`src/hdl/tacs_pkg.sv`:
```
// tacs_pkg: shared types, constants and the solver micro-program
// used by every module of the touch affine calibration solver
// no dependencies
`default_nettype none

package tacs_pkg;

	// fixed block configuration
	localparam int POINTS    = 5;
	localparam int SAMPLES   = 3;
	localparam int RAW_BITS  = 12;

	// field widths
	localparam int COORD_W   = 12;
	localparam int DIM_W     = 12;
	localparam int KIDX_W    = 3;
	localparam int QUO_W     = 32;

	// sample collection
	localparam int SUM_W     = 14;
	localparam int SCNT_W    = 2;
	localparam int PIDX_W    = 3;
	localparam int RECIP_SH  = 17;
	localparam int RECIP_W   = 18;
	localparam int RECIP     = (2**RECIP_SH + SAMPLES - 1) / SAMPLES;
	localparam logic [COORD_W-1:0] RAW_MASK = COORD_W'((1 << RAW_BITS) - 1);

	// targets
	localparam int TGT_W      = 14;
	localparam int TGT_MARGIN = 20;

	// arithmetic widths
	localparam int OPD_W   = 33;
	localparam int PROD_W  = 2 * OPD_W;
	localparam int ACC_W   = 80;
	localparam int NUM_W   = 96;
	localparam int DEN_W   = 64;
	localparam int SPLIT   = 31;
	localparam int FRAC    = 16;
	localparam int W_S1    = 16;
	localparam int W_S2    = 28;
	localparam int W_C     = 32;
	localparam int W_D     = 64;

	// configuration register indexes
	localparam int CFG_IDX_W = 1;
	localparam logic [CFG_IDX_W-1:0] REG_SCREEN_WIDTH  = 1'd0;
	localparam logic [CFG_IDX_W-1:0] REG_SCREEN_HEIGHT = 1'd1;
	localparam logic [DIM_W-1:0] RST_SCREEN_WIDTH  = 12'd320;
	localparam logic [DIM_W-1:0] RST_SCREEN_HEIGHT = 12'd240;

	// input kinds
	localparam logic KIND_SAMPLE  = 1'b0;
	localparam logic KIND_RESTART = 1'b1;

	// output coefficient numbering
	localparam int COEF_PER_AXIS = 3;
	localparam int COEF_LAST     = 5;

	typedef struct packed {
		logic               kind;
		logic [COORD_W-1:0] raw_x;
		logic [COORD_W-1:0] raw_y;
	} in_item_t;

	typedef struct packed {
		logic [KIDX_W-1:0]       coef_index;
		logic signed [QUO_W-1:0] coef_value;
		logic                    singular;
		logic                    last;
	} out_item_t;

	typedef struct packed {
		logic mul_en;
		logic acc_en;
		logic sub;
		logic sh31;
		logic clr;
	} mac_ctl_t;

	// micro-op kinds
	localparam logic [1:0] K_MUL  = 2'd0;
	localparam logic [1:0] K_ST   = 2'd1;
	localparam logic [1:0] K_DIV  = 2'd2;
	localparam logic [1:0] K_NEXT = 2'd3;

	// operand, destination and divider source codes
	localparam int SEL_W = 6;
	localparam logic [SEL_W-1:0] SRC_ONE  = 6'd0;
	localparam logic [SEL_W-1:0] SRC_N    = 6'd1;
	localparam logic [SEL_W-1:0] SRC_RX   = 6'd2;
	localparam logic [SEL_W-1:0] SRC_RY   = 6'd3;
	localparam logic [SEL_W-1:0] SRC_U    = 6'd4;
	localparam logic [SEL_W-1:0] SRC_V    = 6'd5;
	localparam logic [SEL_W-1:0] SRC_SX   = 6'd6;
	localparam logic [SEL_W-1:0] SRC_SY   = 6'd7;
	localparam logic [SEL_W-1:0] SRC_SXX  = 6'd8;
	localparam logic [SEL_W-1:0] SRC_SYY  = 6'd9;
	localparam logic [SEL_W-1:0] SRC_SXY  = 6'd10;
	localparam logic [SEL_W-1:0] SRC_S0   = 6'd11;
	localparam logic [SEL_W-1:0] SRC_S1   = 6'd12;
	localparam logic [SEL_W-1:0] SRC_SXS0 = 6'd13;
	localparam logic [SEL_W-1:0] SRC_SXS1 = 6'd14;
	localparam logic [SEL_W-1:0] SRC_SYS0 = 6'd15;
	localparam logic [SEL_W-1:0] SRC_SYS1 = 6'd16;
	localparam logic [SEL_W-1:0] SRC_ST   = 6'd17;
	localparam logic [SEL_W-1:0] SRC_SXST = 6'd18;
	localparam logic [SEL_W-1:0] SRC_SYST = 6'd19;
	localparam logic [SEL_W-1:0] SRC_CXX  = 6'd20;
	localparam logic [SEL_W-1:0] SRC_CYY  = 6'd21;
	localparam logic [SEL_W-1:0] SRC_CXY  = 6'd22;
	localparam logic [SEL_W-1:0] SRC_CXU  = 6'd23;
	localparam logic [SEL_W-1:0] SRC_CYU  = 6'd24;
	localparam logic [SEL_W-1:0] SRC_D    = 6'd25;
	localparam logic [SEL_W-1:0] SRC_ND   = 6'd26;
	localparam logic [SEL_W-1:0] SRC_NA   = 6'd27;
	localparam logic [SEL_W-1:0] SRC_NB   = 6'd28;
	localparam logic [SEL_W-1:0] SRC_CN   = 6'd29;
	localparam logic [SEL_W-1:0] SRC_DLO  = 6'd30;
	localparam logic [SEL_W-1:0] SRC_DHI  = 6'd31;
	localparam logic [SEL_W-1:0] SRC_NALO = 6'd32;
	localparam logic [SEL_W-1:0] SRC_NAHI = 6'd33;
	localparam logic [SEL_W-1:0] SRC_NBLO = 6'd34;
	localparam logic [SEL_W-1:0] SRC_NBHI = 6'd35;

	typedef struct packed {
		logic [1:0]       kind;
		logic [SEL_W-1:0] a_sel;
		logic [SEL_W-1:0] b_sel;
		logic             sub;
		logic             sh31;
		logic             clr;
		logic             loop;
		logic [SEL_W-1:0] dst;
	} uop_t;

	localparam int PC_W     = 6;
	localparam int T_START  = 37;
	localparam int DIV0_PC  = 56;

	function automatic uop_t u_mul(input logic [SEL_W-1:0] a, input logic [SEL_W-1:0] b,
			input logic sub, input logic sh, input logic clr, input logic loop);
		uop_t u;
		u.kind  = K_MUL;
		u.a_sel = a;
		u.b_sel = b;
		u.sub   = sub;
		u.sh31  = sh;
		u.clr   = clr;
		u.loop  = loop;
		u.dst   = SRC_ONE;
		return u;
	endfunction

	function automatic uop_t u_st(input logic [SEL_W-1:0] dst);
		uop_t u;
		u = u_mul(SRC_ONE, SRC_ONE, 1'b0, 1'b0, 1'b0, 1'b0);
		u.kind = K_ST;
		u.dst  = dst;
		return u;
	endfunction

	function automatic uop_t u_div(input logic [SEL_W-1:0] num, input logic [SEL_W-1:0] den);
		uop_t u;
		u = u_mul(num, den, 1'b0, 1'b0, 1'b0, 1'b0);
		u.kind = K_DIV;
		return u;
	endfunction

	function automatic uop_t u_next();
		uop_t u;
		u = u_mul(SRC_ONE, SRC_ONE, 1'b0, 1'b0, 1'b0, 1'b0);
		u.kind = K_NEXT;
		return u;
	endfunction

	// solver program: point sums, centred moments, determinant, then per axis
	function automatic uop_t uprog(input logic [PC_W-1:0] pc);
		uop_t u;
		case (pc)
			6'd0:  u = u_mul(SRC_RX, SRC_ONE, 1'b0, 1'b0, 1'b1, 1'b1);
			6'd1:  u = u_st(SRC_SX);
			6'd2:  u = u_mul(SRC_RY, SRC_ONE, 1'b0, 1'b0, 1'b1, 1'b1);
			6'd3:  u = u_st(SRC_SY);
			6'd4:  u = u_mul(SRC_RX, SRC_RX, 1'b0, 1'b0, 1'b1, 1'b1);
			6'd5:  u = u_st(SRC_SXX);
			6'd6:  u = u_mul(SRC_RY, SRC_RY, 1'b0, 1'b0, 1'b1, 1'b1);
			6'd7:  u = u_st(SRC_SYY);
			6'd8:  u = u_mul(SRC_RX, SRC_RY, 1'b0, 1'b0, 1'b1, 1'b1);
			6'd9:  u = u_st(SRC_SXY);
			6'd10: u = u_mul(SRC_U, SRC_ONE, 1'b0, 1'b0, 1'b1, 1'b1);
			6'd11: u = u_st(SRC_S0);
			6'd12: u = u_mul(SRC_V, SRC_ONE, 1'b0, 1'b0, 1'b1, 1'b1);
			6'd13: u = u_st(SRC_S1);
			6'd14: u = u_mul(SRC_RX, SRC_U, 1'b0, 1'b0, 1'b1, 1'b1);
			6'd15: u = u_st(SRC_SXS0);
			6'd16: u = u_mul(SRC_RX, SRC_V, 1'b0, 1'b0, 1'b1, 1'b1);
			6'd17: u = u_st(SRC_SXS1);
			6'd18: u = u_mul(SRC_RY, SRC_U, 1'b0, 1'b0, 1'b1, 1'b1);
			6'd19: u = u_st(SRC_SYS0);
			6'd20: u = u_mul(SRC_RY, SRC_V, 1'b0, 1'b0, 1'b1, 1'b1);
			6'd21: u = u_st(SRC_SYS1);
			6'd22: u = u_mul(SRC_N, SRC_SXX, 1'b0, 1'b0, 1'b1, 1'b0);
			6'd23: u = u_mul(SRC_SX, SRC_SX, 1'b1, 1'b0, 1'b0, 1'b0);
			6'd24: u = u_st(SRC_CXX);
			6'd25: u = u_mul(SRC_N, SRC_SYY, 1'b0, 1'b0, 1'b1, 1'b0);
			6'd26: u = u_mul(SRC_SY, SRC_SY, 1'b1, 1'b0, 1'b0, 1'b0);
			6'd27: u = u_st(SRC_CYY);
			6'd28: u = u_mul(SRC_N, SRC_SXY, 1'b0, 1'b0, 1'b1, 1'b0);
			6'd29: u = u_mul(SRC_SX, SRC_SY, 1'b1, 1'b0, 1'b0, 1'b0);
			6'd30: u = u_st(SRC_CXY);
			6'd31: u = u_mul(SRC_CXX, SRC_CYY, 1'b0, 1'b0, 1'b1, 1'b0);
			6'd32: u = u_mul(SRC_CXY, SRC_CXY, 1'b1, 1'b0, 1'b0, 1'b0);
			6'd33: u = u_st(SRC_D);
			6'd34: u = u_mul(SRC_N, SRC_DLO, 1'b0, 1'b0, 1'b1, 1'b0);
			6'd35: u = u_mul(SRC_N, SRC_DHI, 1'b0, 1'b1, 1'b0, 1'b0);
			6'd36: u = u_st(SRC_ND);
			6'd37: u = u_mul(SRC_N, SRC_SXST, 1'b0, 1'b0, 1'b1, 1'b0);
			6'd38: u = u_mul(SRC_SX, SRC_ST, 1'b1, 1'b0, 1'b0, 1'b0);
			6'd39: u = u_st(SRC_CXU);
			6'd40: u = u_mul(SRC_N, SRC_SYST, 1'b0, 1'b0, 1'b1, 1'b0);
			6'd41: u = u_mul(SRC_SY, SRC_ST, 1'b1, 1'b0, 1'b0, 1'b0);
			6'd42: u = u_st(SRC_CYU);
			6'd43: u = u_mul(SRC_CXU, SRC_CYY, 1'b0, 1'b0, 1'b1, 1'b0);
			6'd44: u = u_mul(SRC_CYU, SRC_CXY, 1'b1, 1'b0, 1'b0, 1'b0);
			6'd45: u = u_st(SRC_NA);
			6'd46: u = u_mul(SRC_CYU, SRC_CXX, 1'b0, 1'b0, 1'b1, 1'b0);
			6'd47: u = u_mul(SRC_CXU, SRC_CXY, 1'b1, 1'b0, 1'b0, 1'b0);
			6'd48: u = u_st(SRC_NB);
			6'd49: u = u_mul(SRC_ST, SRC_DLO, 1'b0, 1'b0, 1'b1, 1'b0);
			6'd50: u = u_mul(SRC_ST, SRC_DHI, 1'b0, 1'b1, 1'b0, 1'b0);
			6'd51: u = u_mul(SRC_NALO, SRC_SX, 1'b1, 1'b0, 1'b0, 1'b0);
			6'd52: u = u_mul(SRC_NAHI, SRC_SX, 1'b1, 1'b1, 1'b0, 1'b0);
			6'd53: u = u_mul(SRC_NBLO, SRC_SY, 1'b1, 1'b0, 1'b0, 1'b0);
			6'd54: u = u_mul(SRC_NBHI, SRC_SY, 1'b1, 1'b1, 1'b0, 1'b0);
			6'd55: u = u_st(SRC_CN);
			6'd56: u = u_div(SRC_NA, SRC_D);
			6'd57: u = u_div(SRC_NB, SRC_D);
			6'd58: u = u_div(SRC_CN, SRC_ND);
			default: u = u_next();
		endcase
		return u;
	endfunction

endpackage

`default_nettype wire

```
`src/hdl/tacs_collect.sv`:
```
// tacs_collect: sample summing, averaging and the per-target point store
// depends on tacs_pkg
`default_nettype none

module tacs_collect import tacs_pkg::*; (
	input  logic               clk,
	input  logic               arst_n,
	input  logic               take,
	input  in_item_t           item,
	input  logic [PIDX_W-1:0]  rd_idx,
	output logic [COORD_W-1:0] rd_x,
	output logic [COORD_W-1:0] rd_y,
	output logic               solve_start
);

	logic [SUM_W-1:0]         sum_x_q, sum_y_q;
	logic [SCNT_W-1:0]        cnt_q;
	logic [PIDX_W-1:0]        pidx_q;
	logic [2*COORD_W-1:0]     store_q [POINTS];
	logic [SUM_W-1:0]         add_x, add_y;
	logic [SUM_W+RECIP_W-1:0] px, py;
	logic [COORD_W-1:0]       avg_x, avg_y;
	logic                     sample, point_done, last_pt;

	assign add_x = sum_x_q + SUM_W'(item.raw_x & RAW_MASK);
	assign add_y = sum_y_q + SUM_W'(item.raw_y & RAW_MASK);
	assign px    = (SUM_W+RECIP_W)'(add_x) * (SUM_W+RECIP_W)'(RECIP);
	assign py    = (SUM_W+RECIP_W)'(add_y) * (SUM_W+RECIP_W)'(RECIP);
	assign avg_x = COORD_W'(px >> RECIP_SH);
	assign avg_y = COORD_W'(py >> RECIP_SH);

	assign sample      = take && (item.kind == KIND_SAMPLE);
	assign point_done  = sample && (cnt_q == SCNT_W'(SAMPLES - 1));
	assign last_pt     = (pidx_q == PIDX_W'(POINTS - 1));
	assign solve_start = point_done && last_pt;

	always_ff @(posedge clk or negedge arst_n) begin
		if (!arst_n) begin
			sum_x_q <= '0;
			sum_y_q <= '0;
			cnt_q   <= '0;
			pidx_q  <= '0;
		end else if (take && (item.kind == KIND_RESTART)) begin
			sum_x_q <= '0;
			sum_y_q <= '0;
			cnt_q   <= '0;
			pidx_q  <= '0;
		end else if (point_done) begin
			sum_x_q <= '0;
			sum_y_q <= '0;
			cnt_q   <= '0;
			pidx_q  <= last_pt ? '0 : pidx_q + 1'b1;
		end else if (sample) begin
			sum_x_q <= add_x;
			sum_y_q <= add_y;
			cnt_q   <= cnt_q + 1'b1;
		end
	end

	always_ff @(posedge clk) begin
		if (point_done) begin
			store_q[pidx_q] <= {avg_x, avg_y};
		end
	end

	assign {rd_x, rd_y} = store_q[rd_idx];

endmodule

`default_nettype wire

```
`config.mk`:
```
export PLATFORM = sky130hd
export DESIGN_NAME = tacs_collect
export DESIGN_NICKNAME = d
export VERILOG_FILES = /design/src/hdl/tacs_pkg.sv /design/src/hdl/tacs_collect.sv
export SDC_FILE = /design/constraint.sdc
export NUM_CORES = 1
export LEC_CHECK = 0
export BUFFER_PORTS_ARGS = -buffer_cell sky130_fd_sc_hd__buf_2
export CAP_MARGIN = 20
export CELL_PAD_IN_SITES_DETAIL_PLACEMENT = 1
export CELL_PAD_IN_SITES_GLOBAL_PLACEMENT = 2
export CORE_MARGIN = 2
export CORE_UTILIZATION = 40
export CTS_CLUSTER_DIAMETER = 150
export DETAILED_ROUTE_END_ITERATION = 8
export PLACE_DENSITY = 0.9
export SYNTH_ARGS = -nofsm -noshare
export SYNTH_HDL_FRONTEND = slang
export SYNTH_SLANG_ARGS = --single-unit
```
`constraint.sdc`:
```
create_clock -name clk -period 7.3 [get_ports clk]
set_input_delay 0.73 -clock clk [delete_from_list [all_inputs] [get_ports clk]]
set_output_delay 0.73 -clock clk [all_outputs]
set_load 0.1 [all_outputs]
```
# ---- Yosys cells after proc, flatten, opt, wreduce, memory -nomap -nowiden
# Memories as Yosys holds them, arrays and structs flattened.
# Index checks and enable logic that the tools add are counted.
dict set report classes {
  n_bitwise 1
  div_mod_pow 0
  add_sub_neg 4
  eq_ne 2
  n_shift 0
  mux 14
  n_reduce_logical 6
  n_mul 2
  magnitude_cmp 0
}
# operator n
set ops {}
lappend ops {{$mux 14} 6}
lappend ops {{$mul 14x16->29 const B} 2}
lappend ops {{$add 14x12->14} 2}
lappend ops {{$mux 3} 3}
lappend ops {{$mux 2} 3}
lappend ops {{$logic_and 1x1->1} 4}
lappend ops {{$add 3x1->3 const B} 1}
lappend ops {{$eq 3x3->1 const B} 1}
lappend ops {{$reduce_bool 3->1} 1}
lappend ops {{$add 2x1->2 const B} 1}
lappend ops {{$eq 2x2->1 const B} 1}
lappend ops {{$mux 1} 2}
lappend ops {{$reduce_bool 2->1} 1}
lappend ops {{$not 1->1} 1}
dict set report word_totals {
  mem_count 1
  elab_cells 34
  out_inout_bits 25
  ram_bits 120
  regBits 33
  latchBits 0
  romBits 0
}
# name depth width read_ports rd_clocked_by_memory_dff write_ports line_no
set memory_table {}
lappend memory_table {store_q 5 24 1 0 1 tacs_collect.sv:19} ;# logic [2*COORD_W-1:0] store_q [POINTS];

# ---- Depth between registers and ports, before layout
dict set report depth {
  word_depth 5
  ltp_mapped 32
  ltp_nobuf 32
}

# ---- Least setup slack after synthesis
# No wires, ideal clock.
dict set report synth_path {
  kind {input to register}
  startpoint {in item[0] in the netlist's numbering}
  endpoint {mem store_q[0][11] in the netlist's numbering (data pin)}
  setup_time_ns 0.281
  arrival_ns 7.104
  path_slack_ns -0.085
  cell_stages 29
  cell_sequence {ha_1 inv_1 fa_1 nor2b_1 o21ai_1 a21boi_1 o211ai_1 a21oi_1 nor3_1 nor2_1 xor2_1 ha_1 inv_1 fa_1 fa_1 fa_1 inv_1 fa_1 inv_1 fa_1 inv_1 ha_1 and4_1 a31oi_1 a21boi_1 a31oi_2 o21ai_0 o41ai_1 xnor3_1}
}
dict set report synth_between {
  elab_chain_len 2
}
# item line_no
set synth_rtl {}
lappend synth_rtl {{start, declared} tacs_collect.sv:9} ;# input in_item_t item,
lappend synth_rtl {{$add 14x12->14} tacs_collect.sv:26} ;# assign add_y = sum_y_q + SUM_W'(item.raw_y & RAW_MASK);
lappend synth_rtl {{$mul 14x16->29} tacs_collect.sv:28} ;# assign py = (SUM_W+RECIP_W)'(add_y) * (SUM_W+RECIP_W)'(RECIP);
lappend synth_rtl {{named net avg_y[11]} tacs_collect.sv:22} ;# logic [COORD_W-1:0] avg_x, avg_y;
lappend synth_rtl {{end, declared} tacs_collect.sv:19}
# The timed path passes the listed nets, and every way through them passes these cells.

# ---- Worst setup path in the final report
dict set report layout_path {
  startpoint {reg sum_y_q[0]}
  endpoint {mem store_q[4][11] in the netlist's numbering (data pin)}
}
dict set report layout_between {
  elab_chain_len 2
}
# item line_no
set layout_rtl {}
lappend layout_rtl {{start, declared} tacs_collect.sv:16} ;# logic [SUM_W-1:0] sum_x_q, sum_y_q;
lappend layout_rtl {{start signal, assigned} tacs_collect.sv:55} ;# sum_y_q <= add_y;
lappend layout_rtl {{$add 14x12->14} tacs_collect.sv:26}
lappend layout_rtl {{$mul 14x16->29} tacs_collect.sv:28}
lappend layout_rtl {{named net avg_y[11]} tacs_collect.sv:22}
# The timed path passes the listed nets, and every way through them passes these cells.

==> impl_results.md <==
* Status: finished, final reports clean
* Grt met3 use at approximately 2.3%
* CTS Hold Bufs at 0
* Max incr delay on CP at between 0.5 and 0.6 ns
* All-Layer GR Usage at between 10% and 20%
* Crit path DAT at around 7.3 ns
* First DRT Iteration DRCs at between 300 and 400
* Sequential fraction of the synthesis area at 33.5%
* Vias in the first global route at around 9,700
* Worst Hold Class: primary input to async pin
* Max Freq at between 0.1 and 0.15 GHz
* Clock-pin slew on the worst setup and hold paths at around 0.090 ns
* Die H at 186 um
* Pre-CTS setup slack at -0.726 ns
* IO Pins at 56
* Synthesized instance count at 1,073
* Layout cells sized above 1 at roughly 28%
* Netlist cell types at 67
* Die area at approximately 35,000 um2
* Layout area overhead at 21.5%
* Cell taking the most area after synthesis: edfxtp_1
* Post-synthesis average cell area at roughly 12 um2
* Worst EP required at between 7 and 8 ns
* WS Path Type: register to register
* GR Util met1 at 25.1%
* Post-route insts no fill at approximately 1,700
* Main flop type after synthesis: edfxtp_1
* Num CTS Buffers at 17
* Unrepaired setup endpoints after global routing: yes
* Post-route ant nets at 0
* Post-Syn Area at about 13,000 um2
* Critical Path Fanout Max at 5
* GR peak layer: met2
* Area contributors post-synth: edfxtp_1, ha_1, fa_1
* CTS tree: yes
* Final #Nets at 1,608
* Core area at 32,500 um2
* Clock sinks at 153
* Crit path capture type: register
* Max_cap viols at 0
* Setup Skew at approximately 0.029 ns
* Final Max Tran Viols at 0
* EDFF count, synth at 120
* Final setup viols at 0
* CTS root buf: clkbuf_16
* Rows at between 60 and 70
* Placer Congestion at just over 0.8
* Skew-Pair Late Insertion Delay at between 0.4 and 0.5 ns
* Worst Max-Slew Pin Slew at approximately 0.89 ns
* Period utilisation layout at a little over nine tenths
* Most used cell, CP: fa_1
* Initial core utilization at 40.6%
* CTS Buffer Depth at 2
* Largest net degree at the start of global routing at 34
* Global route overflow at 0
* Slowest cell on crit path: fa_1
* Setup WS post-layout at roughly 0.11 ns
* Vias at ~8,600
* Die X at approximately 190 um
* Share of the synthesized area in the top cell type at a little over a quarter
* Vias per inst at about 5.1
* Slew headroom at 40.2%
* Setup TNS at 0 ns
* Final core utilization at between 40% and 50%
* Cells after DPL at 1,656
* Syn Nets at 1,430
* Avg WL per Cell at around 18 um
* Initial antenna violation count at 1
* M2 GR Usage at 32.5%
* Residual DRC at 0
* Drt pass-1 iters at 4
* Hold Vio Cnt, Final at 0
* Crit start category: register
* Port Buffers at 55
* Total Wirelength at ~31,000 um
* H-tree level count at 4
* Synth warn at 0
* Yosys reg bits at around 150
* DPL Wire Length at approximately 24,000 um
* Global-route wire length before repair at about 50,000 um
* Synth async-reset ratio at between 20% and 30%
* FILL cells at 3,470
* Period minus WS final at between 7 and 8 ns
[state kept, by name (all words and copies together) (netlist names)]
register	count
store_q	120
sum_x_q	14
sum_y_q	14
pidx_q	3
cnt_q	2
[metrics by stage]
step / hold slack, ns / area (um2)
floorplan: 0.434 / 13200
global placement: 0.482 / 14800
detailed placement: 0.488 / 14800
CTS: 0.395 / 15500
global route: 0.418 / 16100
finish: 0.363 / 16100
[final timing paths]
kind	end	cells after the start	from	slack (ns)
min in group clk	sum_y_q[6]	1	sum_y_q[6]	0.50
worst min-delay path	sum_x_q[5]	1	arst_n	0.36
worst max register to register	store_q[4][11]	29	sum_y_q[0]	0.11
max in group asynchronous	pidx_q[2]	1	arst_n	6.37
worst max-delay path	store_q[4][11]	29	sum_y_q[0]	0.11
worst min register to register	sum_y_q[6]	1	sum_y_q[6]	0.50
[layer usage]
layer / wire [um] / part of all wire (%)
met5: 0 / 0
met3: 873 / 2.8
met1: 14500 / 46
met4: 308 / 0.98
met2: 15600 / 50
[cell usage in the layout (no fill, tap or decap), drive strengths merged, types with 27 or more instances in the layout]
cell / instances
ha: 217
inv: 202
buf: 176
edfxtp: 120
fa: 109
a21oi: 38
dfrtp: 33
nand2: 33
xnor2: 33
nor2: 27
[worst max-delay path, delay by kind of cell (launching register included)]
family	cells	cell delay, ns
compound gates	9	1.55
xor+xnor	2	0.68
fa+ha+maj	9	3.36
buf+inv	6	0.51
flops	1	0.37
simple gates	3	0.41
[cells in the mapped netlist, types with 3 or more instances]
cell type  number
ha_1          217
inv_1         193
edfxtp_1      120
fa_1          109
a21oi_1        37
dfrtp_1        33
nand2_1        33
xnor2_1        30
nor2_1         27
mux2_2         24
mux4_2         24
xor2_1         23
a22o_1         21
a21o_1         16
o21ai_0        16
nor3_1         13
nand3_1        12
a31oi_1        11
clkbuf_1       10
and3_1          7
o21ai_1         6
nand2b_1        5
nor2b_1         5
or3_1           5
buf_2           4
nand3b_1        4
a211o_1         3
a21boi_1        3
buf_1           3
mux2i_1         3
nand4_1         3
o211ai_1        3
o2bb2ai_1       3
xnor2_2         3
[repair_timing]
action | CTS | global route
buffers inserted | 5 | 15
gates resized for setup | 21 | 75
endpoints found under the setup margin | 65 | 106
pin swaps | 15 | 38
[logic make-up (layout without fill, tap and decap cells)]
kind of cell / after synthesis / in the layout / share of synthesized area, %
multiplexers: 51 / 51 / 6.36
flip-flops: 153 / 153 / 33.5
adder cells (fa/ha/maj): 326 / 326 / 37.1
XOR/XNOR: 59 / 59 / 4.35
AND/OR/NAND/NOR: 125 / 125 / 4.72
AO/OA/AOI/OAI: 148 / 148 / 7.95
other: 0 / 1 / 0
buffers and inverters: 211 / 402 / 6.03
[cell type report]
cell class / instances / area (um2) / share of cell area, %
antenna: 1 / 2.50 / 0.0156
clock buffer: 17 / 425 / 2.65
clock inverter: 15 / 181 / 1.13
inverter: 194 / 728 / 4.53
multi-input combinational: 709 / 8550 / 53.2
sequential: 153 / 4430 / 27.6
tap: 442 / 553 / 3.44
timing repair buffer: 176 / 1190 / 7.39
Power is not shown: default switching activity piles up to over one toggle a cycle in this logic, so the estimate is an artifact.
