$ cat src/hdl/tacs_pkg.sv
// tacs_pkg: shared types, constants and the solver micro-program
// used by every module of the touch affine calibration solver
// no dependencies
`default_nettype none

package tacs_pkg;

	// fixed block configuration
	localparam int POINTS    = 5;
	localparam int SAMPLES   = 3;
	localparam int RAW_BITS  = 12;

	// field widths
	localparam int COORD_W   = 12;
	localparam int DIM_W     = 12;
	localparam int KIDX_W    = 3;
	localparam int QUO_W     = 32;

	// sample collection
	localparam int SUM_W     = 14;
	localparam int SCNT_W    = 2;
	localparam int PIDX_W    = 3;
	localparam int RECIP_SH  = 17;
	localparam int RECIP_W   = 18;
	localparam int RECIP     = (2**RECIP_SH + SAMPLES - 1) / SAMPLES;
	localparam logic [COORD_W-1:0] RAW_MASK = COORD_W'((1 << RAW_BITS) - 1);

	// targets
	localparam int TGT_W      = 14;
	localparam int TGT_MARGIN = 20;

	// arithmetic widths
	localparam int OPD_W   = 33;
	localparam int PROD_W  = 2 * OPD_W;
	localparam int ACC_W   = 80;
	localparam int NUM_W   = 96;
	localparam int DEN_W   = 64;
	localparam int SPLIT   = 31;
	localparam int FRAC    = 16;
	localparam int W_S1    = 16;
	localparam int W_S2    = 28;
	localparam int W_C     = 32;
	localparam int W_D     = 64;

	// configuration register indexes
	localparam int CFG_IDX_W = 1;
	localparam logic [CFG_IDX_W-1:0] REG_SCREEN_WIDTH  = 1'd0;
	localparam logic [CFG_IDX_W-1:0] REG_SCREEN_HEIGHT = 1'd1;
	localparam logic [DIM_W-1:0] RST_SCREEN_WIDTH  = 12'd320;
	localparam logic [DIM_W-1:0] RST_SCREEN_HEIGHT = 12'd240;

	// input kinds
	localparam logic KIND_SAMPLE  = 1'b0;
	localparam logic KIND_RESTART = 1'b1;

	// output coefficient numbering
	localparam int COEF_PER_AXIS = 3;
	localparam int COEF_LAST     = 5;

	typedef struct packed {
		logic               kind;
		logic [COORD_W-1:0] raw_x;
		logic [COORD_W-1:0] raw_y;
	} in_item_t;

	typedef struct packed {
		logic [KIDX_W-1:0]       coef_index;
		logic signed [QUO_W-1:0] coef_value;
		logic                    singular;
		logic                    last;
	} out_item_t;

	typedef struct packed {
		logic mul_en;
		logic acc_en;
		logic sub;
		logic sh31;
		logic clr;
	} mac_ctl_t;

	// micro-op kinds
	localparam logic [1:0] K_MUL  = 2'd0;
	localparam logic [1:0] K_ST   = 2'd1;
	localparam logic [1:0] K_DIV  = 2'd2;
	localparam logic [1:0] K_NEXT = 2'd3;

	// operand, destination and divider source codes
	localparam int SEL_W = 6;
	localparam logic [SEL_W-1:0] SRC_ONE  = 6'd0;
	localparam logic [SEL_W-1:0] SRC_N    = 6'd1;
	localparam logic [SEL_W-1:0] SRC_RX   = 6'd2;
	localparam logic [SEL_W-1:0] SRC_RY   = 6'd3;
	localparam logic [SEL_W-1:0] SRC_U    = 6'd4;
	localparam logic [SEL_W-1:0] SRC_V    = 6'd5;
	localparam logic [SEL_W-1:0] SRC_SX   = 6'd6;
	localparam logic [SEL_W-1:0] SRC_SY   = 6'd7;
	localparam logic [SEL_W-1:0] SRC_SXX  = 6'd8;
	localparam logic [SEL_W-1:0] SRC_SYY  = 6'd9;
	localparam logic [SEL_W-1:0] SRC_SXY  = 6'd10;
	localparam logic [SEL_W-1:0] SRC_S0   = 6'd11;
	localparam logic [SEL_W-1:0] SRC_S1   = 6'd12;
	localparam logic [SEL_W-1:0] SRC_SXS0 = 6'd13;
	localparam logic [SEL_W-1:0] SRC_SXS1 = 6'd14;
	localparam logic [SEL_W-1:0] SRC_SYS0 = 6'd15;
	localparam logic [SEL_W-1:0] SRC_SYS1 = 6'd16;
	localparam logic [SEL_W-1:0] SRC_ST   = 6'd17;
	localparam logic [SEL_W-1:0] SRC_SXST = 6'd18;
	localparam logic [SEL_W-1:0] SRC_SYST = 6'd19;
	localparam logic [SEL_W-1:0] SRC_CXX  = 6'd20;
	localparam logic [SEL_W-1:0] SRC_CYY  = 6'd21;
	localparam logic [SEL_W-1:0] SRC_CXY  = 6'd22;
	localparam logic [SEL_W-1:0] SRC_CXU  = 6'd23;
	localparam logic [SEL_W-1:0] SRC_CYU  = 6'd24;
	localparam logic [SEL_W-1:0] SRC_D    = 6'd25;
	localparam logic [SEL_W-1:0] SRC_ND   = 6'd26;
	localparam logic [SEL_W-1:0] SRC_NA   = 6'd27;
	localparam logic [SEL_W-1:0] SRC_NB   = 6'd28;
	localparam logic [SEL_W-1:0] SRC_CN   = 6'd29;
	localparam logic [SEL_W-1:0] SRC_DLO  = 6'd30;
	localparam logic [SEL_W-1:0] SRC_DHI  = 6'd31;
	localparam logic [SEL_W-1:0] SRC_NALO = 6'd32;
	localparam logic [SEL_W-1:0] SRC_NAHI = 6'd33;
	localparam logic [SEL_W-1:0] SRC_NBLO = 6'd34;
	localparam logic [SEL_W-1:0] SRC_NBHI = 6'd35;

	typedef struct packed {
		logic [1:0]       kind;
		logic [SEL_W-1:0] a_sel;
		logic [SEL_W-1:0] b_sel;
		logic             sub;
		logic             sh31;
		logic             clr;
		logic             loop;
		logic [SEL_W-1:0] dst;
	} uop_t;

	localparam int PC_W     = 6;
	localparam int T_START  = 37;
	localparam int DIV0_PC  = 56;

	function automatic uop_t u_mul(input logic [SEL_W-1:0] a, input logic [SEL_W-1:0] b,
			input logic sub, input logic sh, input logic clr, input logic loop);
		uop_t u;
		u.kind  = K_MUL;
		u.a_sel = a;
		u.b_sel = b;
		u.sub   = sub;
		u.sh31  = sh;
		u.clr   = clr;
		u.loop  = loop;
		u.dst   = SRC_ONE;
		return u;
	endfunction

	function automatic uop_t u_st(input logic [SEL_W-1:0] dst);
		uop_t u;
		u = u_mul(SRC_ONE, SRC_ONE, 1'b0, 1'b0, 1'b0, 1'b0);
		u.kind = K_ST;
		u.dst  = dst;
		return u;
	endfunction

	function automatic uop_t u_div(input logic [SEL_W-1:0] num, input logic [SEL_W-1:0] den);
		uop_t u;
		u = u_mul(num, den, 1'b0, 1'b0, 1'b0, 1'b0);
		u.kind = K_DIV;
		return u;
	endfunction

	function automatic uop_t u_next();
		uop_t u;
		u = u_mul(SRC_ONE, SRC_ONE, 1'b0, 1'b0, 1'b0, 1'b0);
		u.kind = K_NEXT;
		return u;
	endfunction

	// solver program: point sums, centred moments, determinant, then per axis
	function automatic uop_t uprog(input logic [PC_W-1:0] pc);
		uop_t u;
		case (pc)
			6'd0:  u = u_mul(SRC_RX, SRC_ONE, 1'b0, 1'b0, 1'b1, 1'b1);
			6'd1:  u = u_st(SRC_SX);
			6'd2:  u = u_mul(SRC_RY, SRC_ONE, 1'b0, 1'b0, 1'b1, 1'b1);
			6'd3:  u = u_st(SRC_SY);
			6'd4:  u = u_mul(SRC_RX, SRC_RX, 1'b0, 1'b0, 1'b1, 1'b1);
			6'd5:  u = u_st(SRC_SXX);
			6'd6:  u = u_mul(SRC_RY, SRC_RY, 1'b0, 1'b0, 1'b1, 1'b1);
			6'd7:  u = u_st(SRC_SYY);
			6'd8:  u = u_mul(SRC_RX, SRC_RY, 1'b0, 1'b0, 1'b1, 1'b1);
			6'd9:  u = u_st(SRC_SXY);
			6'd10: u = u_mul(SRC_U, SRC_ONE, 1'b0, 1'b0, 1'b1, 1'b1);
			6'd11: u = u_st(SRC_S0);
			6'd12: u = u_mul(SRC_V, SRC_ONE, 1'b0, 1'b0, 1'b1, 1'b1);
			6'd13: u = u_st(SRC_S1);
			6'd14: u = u_mul(SRC_RX, SRC_U, 1'b0, 1'b0, 1'b1, 1'b1);
			6'd15: u = u_st(SRC_SXS0);
			6'd16: u = u_mul(SRC_RX, SRC_V, 1'b0, 1'b0, 1'b1, 1'b1);
			6'd17: u = u_st(SRC_SXS1);
			6'd18: u = u_mul(SRC_RY, SRC_U, 1'b0, 1'b0, 1'b1, 1'b1);
			6'd19: u = u_st(SRC_SYS0);
			6'd20: u = u_mul(SRC_RY, SRC_V, 1'b0, 1'b0, 1'b1, 1'b1);
			6'd21: u = u_st(SRC_SYS1);
			6'd22: u = u_mul(SRC_N, SRC_SXX, 1'b0, 1'b0, 1'b1, 1'b0);
			6'd23: u = u_mul(SRC_SX, SRC_SX, 1'b1, 1'b0, 1'b0, 1'b0);
			6'd24: u = u_st(SRC_CXX);
			6'd25: u = u_mul(SRC_N, SRC_SYY, 1'b0, 1'b0, 1'b1, 1'b0);
			6'd26: u = u_mul(SRC_SY, SRC_SY, 1'b1, 1'b0, 1'b0, 1'b0);
			6'd27: u = u_st(SRC_CYY);
			6'd28: u = u_mul(SRC_N, SRC_SXY, 1'b0, 1'b0, 1'b1, 1'b0);
			6'd29: u = u_mul(SRC_SX, SRC_SY, 1'b1, 1'b0, 1'b0, 1'b0);
			6'd30: u = u_st(SRC_CXY);
			6'd31: u = u_mul(SRC_CXX, SRC_CYY, 1'b0, 1'b0, 1'b1, 1'b0);
			6'd32: u = u_mul(SRC_CXY, SRC_CXY, 1'b1, 1'b0, 1'b0, 1'b0);
			6'd33: u = u_st(SRC_D);
			6'd34: u = u_mul(SRC_N, SRC_DLO, 1'b0, 1'b0, 1'b1, 1'b0);
			6'd35: u = u_mul(SRC_N, SRC_DHI, 1'b0, 1'b1, 1'b0, 1'b0);
			6'd36: u = u_st(SRC_ND);
			6'd37: u = u_mul(SRC_N, SRC_SXST, 1'b0, 1'b0, 1'b1, 1'b0);
			6'd38: u = u_mul(SRC_SX, SRC_ST, 1'b1, 1'b0, 1'b0, 1'b0);
			6'd39: u = u_st(SRC_CXU);
			6'd40: u = u_mul(SRC_N, SRC_SYST, 1'b0, 1'b0, 1'b1, 1'b0);
			6'd41: u = u_mul(SRC_SY, SRC_ST, 1'b1, 1'b0, 1'b0, 1'b0);
			6'd42: u = u_st(SRC_CYU);
			6'd43: u = u_mul(SRC_CXU, SRC_CYY, 1'b0, 1'b0, 1'b1, 1'b0);
			6'd44: u = u_mul(SRC_CYU, SRC_CXY, 1'b1, 1'b0, 1'b0, 1'b0);
			6'd45: u = u_st(SRC_NA);
			6'd46: u = u_mul(SRC_CYU, SRC_CXX, 1'b0, 1'b0, 1'b1, 1'b0);
			6'd47: u = u_mul(SRC_CXU, SRC_CXY, 1'b1, 1'b0, 1'b0, 1'b0);
			6'd48: u = u_st(SRC_NB);
			6'd49: u = u_mul(SRC_ST, SRC_DLO, 1'b0, 1'b0, 1'b1, 1'b0);
			6'd50: u = u_mul(SRC_ST, SRC_DHI, 1'b0, 1'b1, 1'b0, 1'b0);
			6'd51: u = u_mul(SRC_NALO, SRC_SX, 1'b1, 1'b0, 1'b0, 1'b0);
			6'd52: u = u_mul(SRC_NAHI, SRC_SX, 1'b1, 1'b1, 1'b0, 1'b0);
			6'd53: u = u_mul(SRC_NBLO, SRC_SY, 1'b1, 1'b0, 1'b0, 1'b0);
			6'd54: u = u_mul(SRC_NBHI, SRC_SY, 1'b1, 1'b1, 1'b0, 1'b0);
			6'd55: u = u_st(SRC_CN);
			6'd56: u = u_div(SRC_NA, SRC_D);
			6'd57: u = u_div(SRC_NB, SRC_D);
			6'd58: u = u_div(SRC_CN, SRC_ND);
			default: u = u_next();
		endcase
		return u;
	endfunction

endpackage

`default_nettype wire

$ cat src/hdl/tacs_mac.sv
// tacs_mac: shared signed multiply-accumulate unit, product registered
// before the accumulate; depends on tacs_pkg
`default_nettype none

module tacs_mac import tacs_pkg::*; (
	input  logic                    clk,
	input  logic                    arst_n,
	input  mac_ctl_t                ctl,
	input  logic signed [OPD_W-1:0] a,
	input  logic signed [OPD_W-1:0] b,
	output logic signed [ACC_W-1:0] acc
);

	logic signed [PROD_W-1:0] prod_q;
	logic signed [ACC_W-1:0]  acc_q, base, term;

	assign base = ctl.clr ? '0 : acc_q;
	assign term = ctl.sh31 ? (ACC_W'(prod_q) <<< SPLIT) : ACC_W'(prod_q);

	always_ff @(posedge clk) begin
		if (ctl.mul_en) begin
			prod_q <= a * b;
		end
	end

	always_ff @(posedge clk or negedge arst_n) begin
		if (!arst_n) begin
			acc_q <= '0;
		end else if (ctl.acc_en) begin
			acc_q <= ctl.sub ? base - term : base + term;
		end
	end

	assign acc = acc_q;

endmodule

`default_nettype wire

$ cat config.mk
export PLATFORM = sky130hd
export DESIGN_NAME = tacs_mac
export DESIGN_NICKNAME = d
export VERILOG_FILES = /design/src/hdl/tacs_pkg.sv /design/src/hdl/tacs_mac.sv
export SDC_FILE = /design/constraint.sdc
export NUM_CORES = 2
export LEC_CHECK = 0
export BUFFER_PORTS_ARGS = -buffer_cell sky130_fd_sc_hd__buf_4
export CORE_MARGIN = 1.5
export CORE_UTILIZATION = 25
export CTS_BUF_LIST = sky130_fd_sc_hd__clkbuf_8 sky130_fd_sc_hd__clkbuf_16
export CTS_CLUSTER_DIAMETER = 40
export CTS_CLUSTER_SIZE = 10
export DETAILED_ROUTE_END_ITERATION = 8
export SLEW_MARGIN = 5
export SYNTH_ARGS = -nofsm -noshare
export SYNTH_HDL_FRONTEND = slang
export SYNTH_SLANG_ARGS = --single-unit
export TNS_END_PERCENT = 20
$ cat constraint.sdc
create_clock -name clk -period 11.85 [get_ports clk]
set_input_delay 0.5925 -clock clk [delete_from_list [all_inputs] [get_ports clk]]
set_output_delay 0.5925 -clock clk [all_outputs]
set_load 0.005 [all_outputs]
# After elaboration in Yosys (flattened, before gate mapping)
# Cells that the tools add are included.
classes:
  n_addsub: 2
  multipliers: 1
  n_mux: 3
ops:
  columns: ["cell", "count"]
  rows:
  - ["80-bit two-way mux", 3]
  - ["80-bit adder", 1]
  - ["80-bit subtractor", 1]
  - ["33-bit by 33-bit multiplier with 66-bit output", 1]
totals:
  register_bits: 146
  inputBits: 73
  out_inout_bits: 80
  wordCells: 8

# Logic depth before layout (Yosys ltp)
logic_depth:
  depth_word: 3
  ltp_mapped: 30
  mapped_depth_nobuf: 28

# Least setup slack after synthesis
# No wires, ideal clock.
synth_path:
  path_type: "input-to-reg"
  from: "in a[32]"
  to: "reg prod_q[64] (data pin)"
  setup_ps: 258
  arrival_ps: 7677
  path_slack_ps: 3915
  path_stages: 25
  path_cell_list: "clkbuf_1 > nand2_1 > inv_1 > fa_1 > fa_1 > fa_1 > fa_1 > fa_1 > fa_1 > fa_1 > inv_1 > fa_1 > inv_1 > ha_1 > clkbuf_1 > a21o_1 > a21o_1 > a21o_1 > a21o_1 > a21o_1 > a211oi_1 > o21ai_0 > a21o_1 > a21oi_1 > xnor2_1"
synth_between:
  elab_chain_len: 1
synth_rtl:
  columns: ["element", "line", "rtl"]
  rows:
  - ["start: declaration", "tacs_mac.sv:9", "input logic signed [OPD_W-1:0] a,"]
  - ["33-bit by 33-bit multiplier with 66-bit output", "tacs_mac.sv:22", "prod_q <= a * b;"]
  - ["end signal: assignment", "tacs_mac.sv:22", null]
  - ["end: declaration", "tacs_mac.sv:14", "logic signed [PROD_W-1:0] prod_q;"]
# Every way passes these cells.
# A chain may end at the register's enable or synchronous reset.

# Worst setup path in the final report
layout_path:
  from: "in b[32]"
  to: "reg prod_q[59] (data pin)"
layout_between:
  elab_chain_len: 1
layout_rtl:
  columns: ["element", "line", "rtl"]
  rows:
  - ["start: declaration", "tacs_mac.sv:10", "input logic signed [OPD_W-1:0] b,"]
  - ["33-bit by 33-bit multiplier with 66-bit output", "tacs_mac.sv:22", null]
# Every way passes these cells.

==> run_summary.xml <==
<?xml version="1.0" encoding="UTF-8"?>
<metrics>
  <group name="timing">
    <metric name="timing.final.hold_violations" unit="">0</metric>
    <metric name="report.final.slew_viol_count" unit="">0</metric>
    <metric name="slew_of_the_pin_with_the_lowest_slew_margin" unit="ps">1016</metric>
    <metric name="period_share" unit="%">72.01</metric>
    <metric name="max_slew_margin" unit="%">31.86</metric>
    <metric name="worst_clock_skew" unit="ps">13.99</metric>
    <metric name="setup_viol" unit="">0</metric>
    <metric name="setup_total_negative_slack" unit="ps">0</metric>
    <metric name="rsz_0062_raised_after_global_routing" unit="">false</metric>
    <metric name="max_freq" unit="MHz">117.2</metric>
    <metric name="final.min_clock_period" unit="ps">8533</metric>
  </group>
  <group name="placement">
    <metric name="gpl.final_weighted_congestion" unit="">0.9119</metric>
    <metric name="dp.cells" unit="">8285</metric>
    <metric name="hpwlAfterDp" unit="mm">126.1</metric>
    <metric name="portBuffers" unit="">152</metric>
  </group>
  <group name="synth">
    <metric name="yosysUniqueCellTypes" unit="">82</metric>
    <metric name="async_reset_ff_share" unit="%">54.79</metric>
    <metric name="ys.flop_type" unit="">sky130_fd_sc_hd__dfrtp_1</metric>
    <metric name="synth_adder_area_share" unit="%">51.37</metric>
    <metric name="synth_top_cell_by_area" unit="">sky130_fd_sc_hd__fa_1</metric>
    <metric name="biggest_area_contributors_in_the_synthesized_netlist" unit="">sky130_fd_sc_hd__fa_1 44%, sky130_fd_sc_hd__inv_1 8.3%, sky130_fd_sc_hd__ha_1 7.2%, sky130_fd_sc_hd__and2_1 6.7%, sky130_fd_sc_hd__nand2_1 4.6%</metric>
    <metric name="synth_top_family_by_area" unit="">adder cells</metric>
    <metric name="xor_xnor_share_of_the_synthesized_area" unit="%">3.510</metric>
    <metric name="synth.ff_latch_count" unit="">146</metric>
    <metric name="synthesis.area" unit="um2">51900</metric>
    <metric name="synth.area.mux_share" unit="%">1.977</metric>
    <metric name="synth-simple-area-share" unit="%">16.80</metric>
    <metric name="synth_edf_count" unit="">66</metric>
    <metric name="post_synth_inst_count" unit="">5724</metric>
    <metric name="synth_largest_type_area_fraction" unit="%">44.21</metric>
    <metric name="synth_area_per_cell" unit="um2">9.067</metric>
    <metric name="syn_nets" unit="">7240</metric>
    <metric name="synth_compound_area_share" unit="%">8.159</metric>
    <metric name="ys_seq_area_share" unit="%">7.676</metric>
    <metric name="synthesis.yosys.warnings" unit="">0</metric>
  </group>
  <group name="run_status">
    <metric name="status" unit="">completed</metric>
  </group>
  <group name="detailed_routing">
    <metric name="routedLengthMet1" unit="mm">70.54</metric>
    <metric name="initial_drt_pass_iterations" unit="">6</metric>
    <metric name="detail_route.wirelength" unit="mm">155.6</metric>
    <metric name="met2RoutedLength" unit="mm">70.14</metric>
    <metric name="drt_iter0_markers" unit="">2941</metric>
    <metric name="drt_drc_violations_left" unit="">0</metric>
    <metric name="met3_length" unit="mm">12.03</metric>
    <metric name="maxUsedRoutingLayer" unit="">met5</metric>
    <metric name="vias_per_cell" unit="">4.666</metric>
    <metric name="routed_wire_length_per_instance" unit="um">18.70</metric>
    <metric name="detailroute.via_count" unit="">38820</metric>
    <metric name="route.antenna.remaining_nets" unit="">0</metric>
  </group>
  <group name="global_route">
    <metric name="grt_start_max_net_pins" unit="">85</metric>
    <metric name="grt_pass1_vias" unit="">41300</metric>
    <metric name="total_routing_resource_utilization_after_global_routing" unit="%">14.76</metric>
    <metric name="grt_first_pass_wirelength" unit="mm">243.7</metric>
    <metric name="grt-ovfl-total" unit="">0</metric>
    <metric name="antenna_found_initial" unit="">23</metric>
  </group>
  <group name="critical_path">
    <metric name="worstPathCellList" unit="">buf_4 &gt; clkinv_1 &gt; nor2_1 &gt; fa_1 &gt; fa_1 &gt; fa_1 &gt; fa_1 &gt; fa_1 &gt; fa_1 &gt; fa_1 &gt; inv_1 &gt; fa_1 &gt; inv_1 &gt; ha_1 &gt; a21oi_1 &gt; o21ai_0 &gt; nor3_1 &gt; nand2_1 &gt; o211ai_1 &gt; a21oi_1 &gt; o41ai_1 &gt; o21ai_0 &gt; a21oi_1 &gt; xnor2_1</metric>
    <metric name="crit_path_frequent_cell" unit="">sky130_fd_sc_hd__fa_1</metric>
    <metric name="worstReg2RegStart" unit="">prod_q[13]</metric>
    <metric name="cp.buffers_inverters" unit="">4</metric>
    <metric name="cp-startpoint" unit="">b[32]</metric>
    <metric name="worstSetupEndpointType" unit="">register</metric>
    <metric name="critical_path.top_delay_family" unit="">adder cells</metric>
    <metric name="worst_path_max_delay_cell" unit="">sky130_fd_sc_hd__clkinv_1</metric>
    <metric name="worst-setup-path-type" unit="">input port to register</metric>
    <metric name="timing.critical_path.from_type" unit="">input port</metric>
    <metric name="critical_path_s_largest_stage_delay" unit="ps">840</metric>
    <metric name="critical_path_peak_fanout" unit="">26</metric>
    <metric name="required" unit="ps">12040</metric>
    <metric name="worst_ep_arrival_time" unit="ps">8720</metric>
  </group>
  <group name="clock_network">
    <metric name="cts_hold_buffers" unit="">0</metric>
    <metric name="clockRootBuffer" unit="">sky130_fd_sc_hd__clkbuf_16</metric>
    <metric name="worst_setup_hold_path_clk_slew" unit="ps">80</metric>
    <metric name="clock_insertion_delay_at_the_later_pin_of_the_skew_report" unit="ps">450</metric>
    <metric name="cts.repair.resized" unit="">0</metric>
    <metric name="cts-buffers-inserted" unit="">17</metric>
    <metric name="tritoncts_clock_tree" unit="">yes</metric>
    <metric name="numClockSinks" unit="">146</metric>
    <metric name="clock_tree.buffer_depth" unit="">2</metric>
    <metric name="htree_num_levels" unit="">4</metric>
    <metric name="cts.repair_timing.setup_buffer_count" unit="">0</metric>
  </group>
  <group name="die">
    <metric name="coreArea" unit="um2">206700</metric>
    <metric name="chipWidth" unit="um">458.6</metric>
    <metric name="placementRows" unit="">167</metric>
    <metric name="fp.dieArea" unit="um2">210300</metric>
    <metric name="die_h" unit="um">458.6</metric>
    <metric name="initial_core_util" unit="%">25.11</metric>
    <metric name="i_o_pins" unit="">153</metric>
  </group>
  <group name="layout">
    <metric name="num-nets-final" unit="">7116</metric>
    <metric name="layout.filler_cells" unit="">21890</metric>
    <metric name="drive_gt1_share" unit="%">5.167</metric>
    <metric name="multiInputGateArea" unit="um2">42460</metric>
    <metric name="synthToLayoutAreaGrowth" unit="%">7.710</metric>
    <metric name="postLayoutCoreUtil" unit="%">27.05</metric>
    <metric name="area_occupied_by_registers" unit="um2">3984</metric>
    <metric name="post_layout_nonfiller_instances" unit="">8319</metric>
  </group>
  <group name="flow_run">
    <metric name="max_cap_viol_count" unit="">0</metric>
  </group>
  <group name="worst_hold_path">
    <metric name="worst_hold_path_type" unit="">input port to asynchronous set/reset pin</metric>
  </group>
</metrics>
worst register-to-register path, stage by stage, from the launching register on:
cell	delay, ps
sky130_fd_sc_hd__edfxtp_1	570
sky130_fd_sc_hd__nor2_1	490
sky130_fd_sc_hd__a21oi_1	240
sky130_fd_sc_hd__nor3_1	590
sky130_fd_sc_hd__nand2_1	350
sky130_fd_sc_hd__nor4_4	600
sky130_fd_sc_hd__nand2_1	170
sky130_fd_sc_hd__nor3_2	230
sky130_fd_sc_hd__nor2_1	80
sky130_fd_sc_hd__xor2_1	240
sky130_fd_sc_hd__ha_1	490
sky130_fd_sc_hd__and2_1	250
sky130_fd_sc_hd__nand3_1	110
sky130_fd_sc_hd__or3_1	430
sky130_fd_sc_hd__or2_2	300
sky130_fd_sc_hd__o21ai_0	360
sky130_fd_sc_hd__o211ai_1	180
sky130_fd_sc_hd__a21o_1	220
sky130_fd_sc_hd__a31o_2	220
area by class of cell:
class                      instances  share of cell area [%]
antenna                            2                0.008953
clock buffer                      17                  0.7610
clock inverter                    15                  0.2753
inverter                        1148                   7.709
multi-input combinational       4130                   75.96
sequential                       146                   7.127
tap                             2704                   6.052
timing repair buffer             157                   2.109
placed cells by master, fill, tap and decap left out, types with 8 or more instances in the layout:
| cell | Yosys | routed |
|---|---|---|
| sky130_fd_sc_hd__clkbuf_16 | 0 | 17 |
| sky130_fd_sc_hd__inv_1 | 1146 | 1146 |
| sky130_fd_sc_hd__xnor2_1 | 112 | 112 |
| sky130_fd_sc_hd__a31oi_1 | 32 | 32 |
| sky130_fd_sc_hd__o211ai_1 | 27 | 27 |
| sky130_fd_sc_hd__mux2i_1 | 26 | 26 |
| sky130_fd_sc_hd__a211oi_1 | 16 | 16 |
| sky130_fd_sc_hd__o21a_1 | 27 | 27 |
| sky130_fd_sc_hd__o31ai_1 | 14 | 14 |
| sky130_fd_sc_hd__a21o_1 | 93 | 93 |
| sky130_fd_sc_hd__nand4_1 | 33 | 33 |
| sky130_fd_sc_hd__or3_1 | 8 | 8 |
| sky130_fd_sc_hd__or2_2 | 9 | 9 |
| sky130_fd_sc_hd__fa_1 | 1146 | 1146 |
| sky130_fd_sc_hd__dfrtp_1 | 80 | 80 |
| sky130_fd_sc_hd__xor2_1 | 96 | 96 |
| sky130_fd_sc_hd__nor3_1 | 51 | 51 |
| sky130_fd_sc_hd__and2_1 | 555 | 555 |
| sky130_fd_sc_hd__buf_4 | 0 | 157 |
| sky130_fd_sc_hd__o21ai_1 | 9 | 9 |
| sky130_fd_sc_hd__a41oi_1 | 8 | 8 |
| sky130_fd_sc_hd__o21ai_0 | 105 | 105 |
| sky130_fd_sc_hd__edfxtp_1 | 66 | 66 |
| sky130_fd_sc_hd__mux2_2 | 68 | 68 |
| sky130_fd_sc_hd__nand2b_1 | 32 | 32 |
| sky130_fd_sc_hd__nor4_1 | 23 | 23 |
| sky130_fd_sc_hd__nor2b_1 | 102 | 102 |
| sky130_fd_sc_hd__o21bai_1 | 22 | 22 |
| sky130_fd_sc_hd__nand2_1 | 634 | 634 |
| sky130_fd_sc_hd__nor2_1 | 190 | 190 |
| sky130_fd_sc_hd__nand3_1 | 41 | 41 |
| sky130_fd_sc_hd__and3_1 | 24 | 24 |
| sky130_fd_sc_hd__ha_1 | 297 | 297 |
| sky130_fd_sc_hd__a221o_1 | 8 | 8 |
| sky130_fd_sc_hd__a21oi_1 | 214 | 214 |
logic make-up (layout without fill, tap and decap cells):
kind of cell             count (synthesis)  after routing
AO/OA/AOI/OAI                          655            655
XOR/XNOR                               208            208
adder cells (fa/ha/maj)               1443           1443
buffers and inverters                 1448           1337
flip-flops                             146            146
multiplexers                            94             94
other                                    0              2
AND/OR/NAND/NOR                       1730           1730
cell usage after synthesis, types with 5 or more instances:
cell	number
sky130_fd_sc_hd__a211o_1	6
sky130_fd_sc_hd__a211oi_1	16
sky130_fd_sc_hd__a21o_1	93
sky130_fd_sc_hd__a21oi_1	214
sky130_fd_sc_hd__a21oi_2	5
sky130_fd_sc_hd__a221o_1	8
sky130_fd_sc_hd__a221oi_1	6
sky130_fd_sc_hd__a31o_2	5
sky130_fd_sc_hd__a31oi_1	32
sky130_fd_sc_hd__a41oi_1	8
sky130_fd_sc_hd__and2_1	555
sky130_fd_sc_hd__and3_1	24
sky130_fd_sc_hd__and4_1	7
sky130_fd_sc_hd__buf_1	12
sky130_fd_sc_hd__buf_2	15
sky130_fd_sc_hd__clkbuf_1	273
sky130_fd_sc_hd__dfrtp_1	80
sky130_fd_sc_hd__edfxtp_1	66
sky130_fd_sc_hd__fa_1	1146
sky130_fd_sc_hd__ha_1	297
sky130_fd_sc_hd__inv_1	1146
sky130_fd_sc_hd__mux2_2	68
sky130_fd_sc_hd__mux2i_1	26
sky130_fd_sc_hd__nand2_1	634
sky130_fd_sc_hd__nand2b_1	32
sky130_fd_sc_hd__nand3_1	41
sky130_fd_sc_hd__nand4_1	33
sky130_fd_sc_hd__nor2_1	190
sky130_fd_sc_hd__nor2b_1	102
sky130_fd_sc_hd__nor3_1	51
sky130_fd_sc_hd__nor3b_1	7
sky130_fd_sc_hd__nor4_1	23
sky130_fd_sc_hd__o211ai_1	27
sky130_fd_sc_hd__o21a_1	27
sky130_fd_sc_hd__o21ai_0	105
sky130_fd_sc_hd__o21ai_1	9
sky130_fd_sc_hd__o21bai_1	22
sky130_fd_sc_hd__o22ai_1	5
sky130_fd_sc_hd__o31ai_1	14
sky130_fd_sc_hd__o32ai_1	6
sky130_fd_sc_hd__o41ai_1	5
sky130_fd_sc_hd__or2_2	9
sky130_fd_sc_hd__or3_1	8
sky130_fd_sc_hd__xnor2_1	112
sky130_fd_sc_hd__xor2_1	96
registers in the layout, indices dropped and copies added, names as in the netlist:
signal,count
prod_q,66
acc,80
routing by layer:
metal	vias to the layer above	GRT usage [%]
met3	168	2.824
met4	22	2.755
met1	20040	20.60
met5	-	0
li1	17220	-
met2	1358	23.77
final timing paths:
path | to | slack (ps) | cells after the start
setup / recovery | prod_q[59] | 3320 | 24
min in group clk | acc[64] | 540 | 1
hold / removal | acc[18] | 30 | 1
hold reg to reg | acc[64] | 540 | 1
max in group asynchronous | acc[74] | 10680 | 2
setup reg to reg | acc[73] | 5640 | 18
stage by stage:
| step | setup slack (ps) | hold WS [ps] | cell area [um2] |
|---|---|---|---|
| after floorplan | 3915 | 296.9 | 51900 |
| after global placement | 2999 | 511.6 | 55310 |
| after detailed placement | 3005 | 520.6 | 55310 |
| after CTS | 3449 | 14.89 | 55890 |
| after global routing | 2926 | 34.03 | 55900 |
| final | 3317 | 27.13 | 55900 |
Power is left out: the tool's default activity adds up to more than one toggle a clock period on the data nets, which glitch-free logic cannot reach.
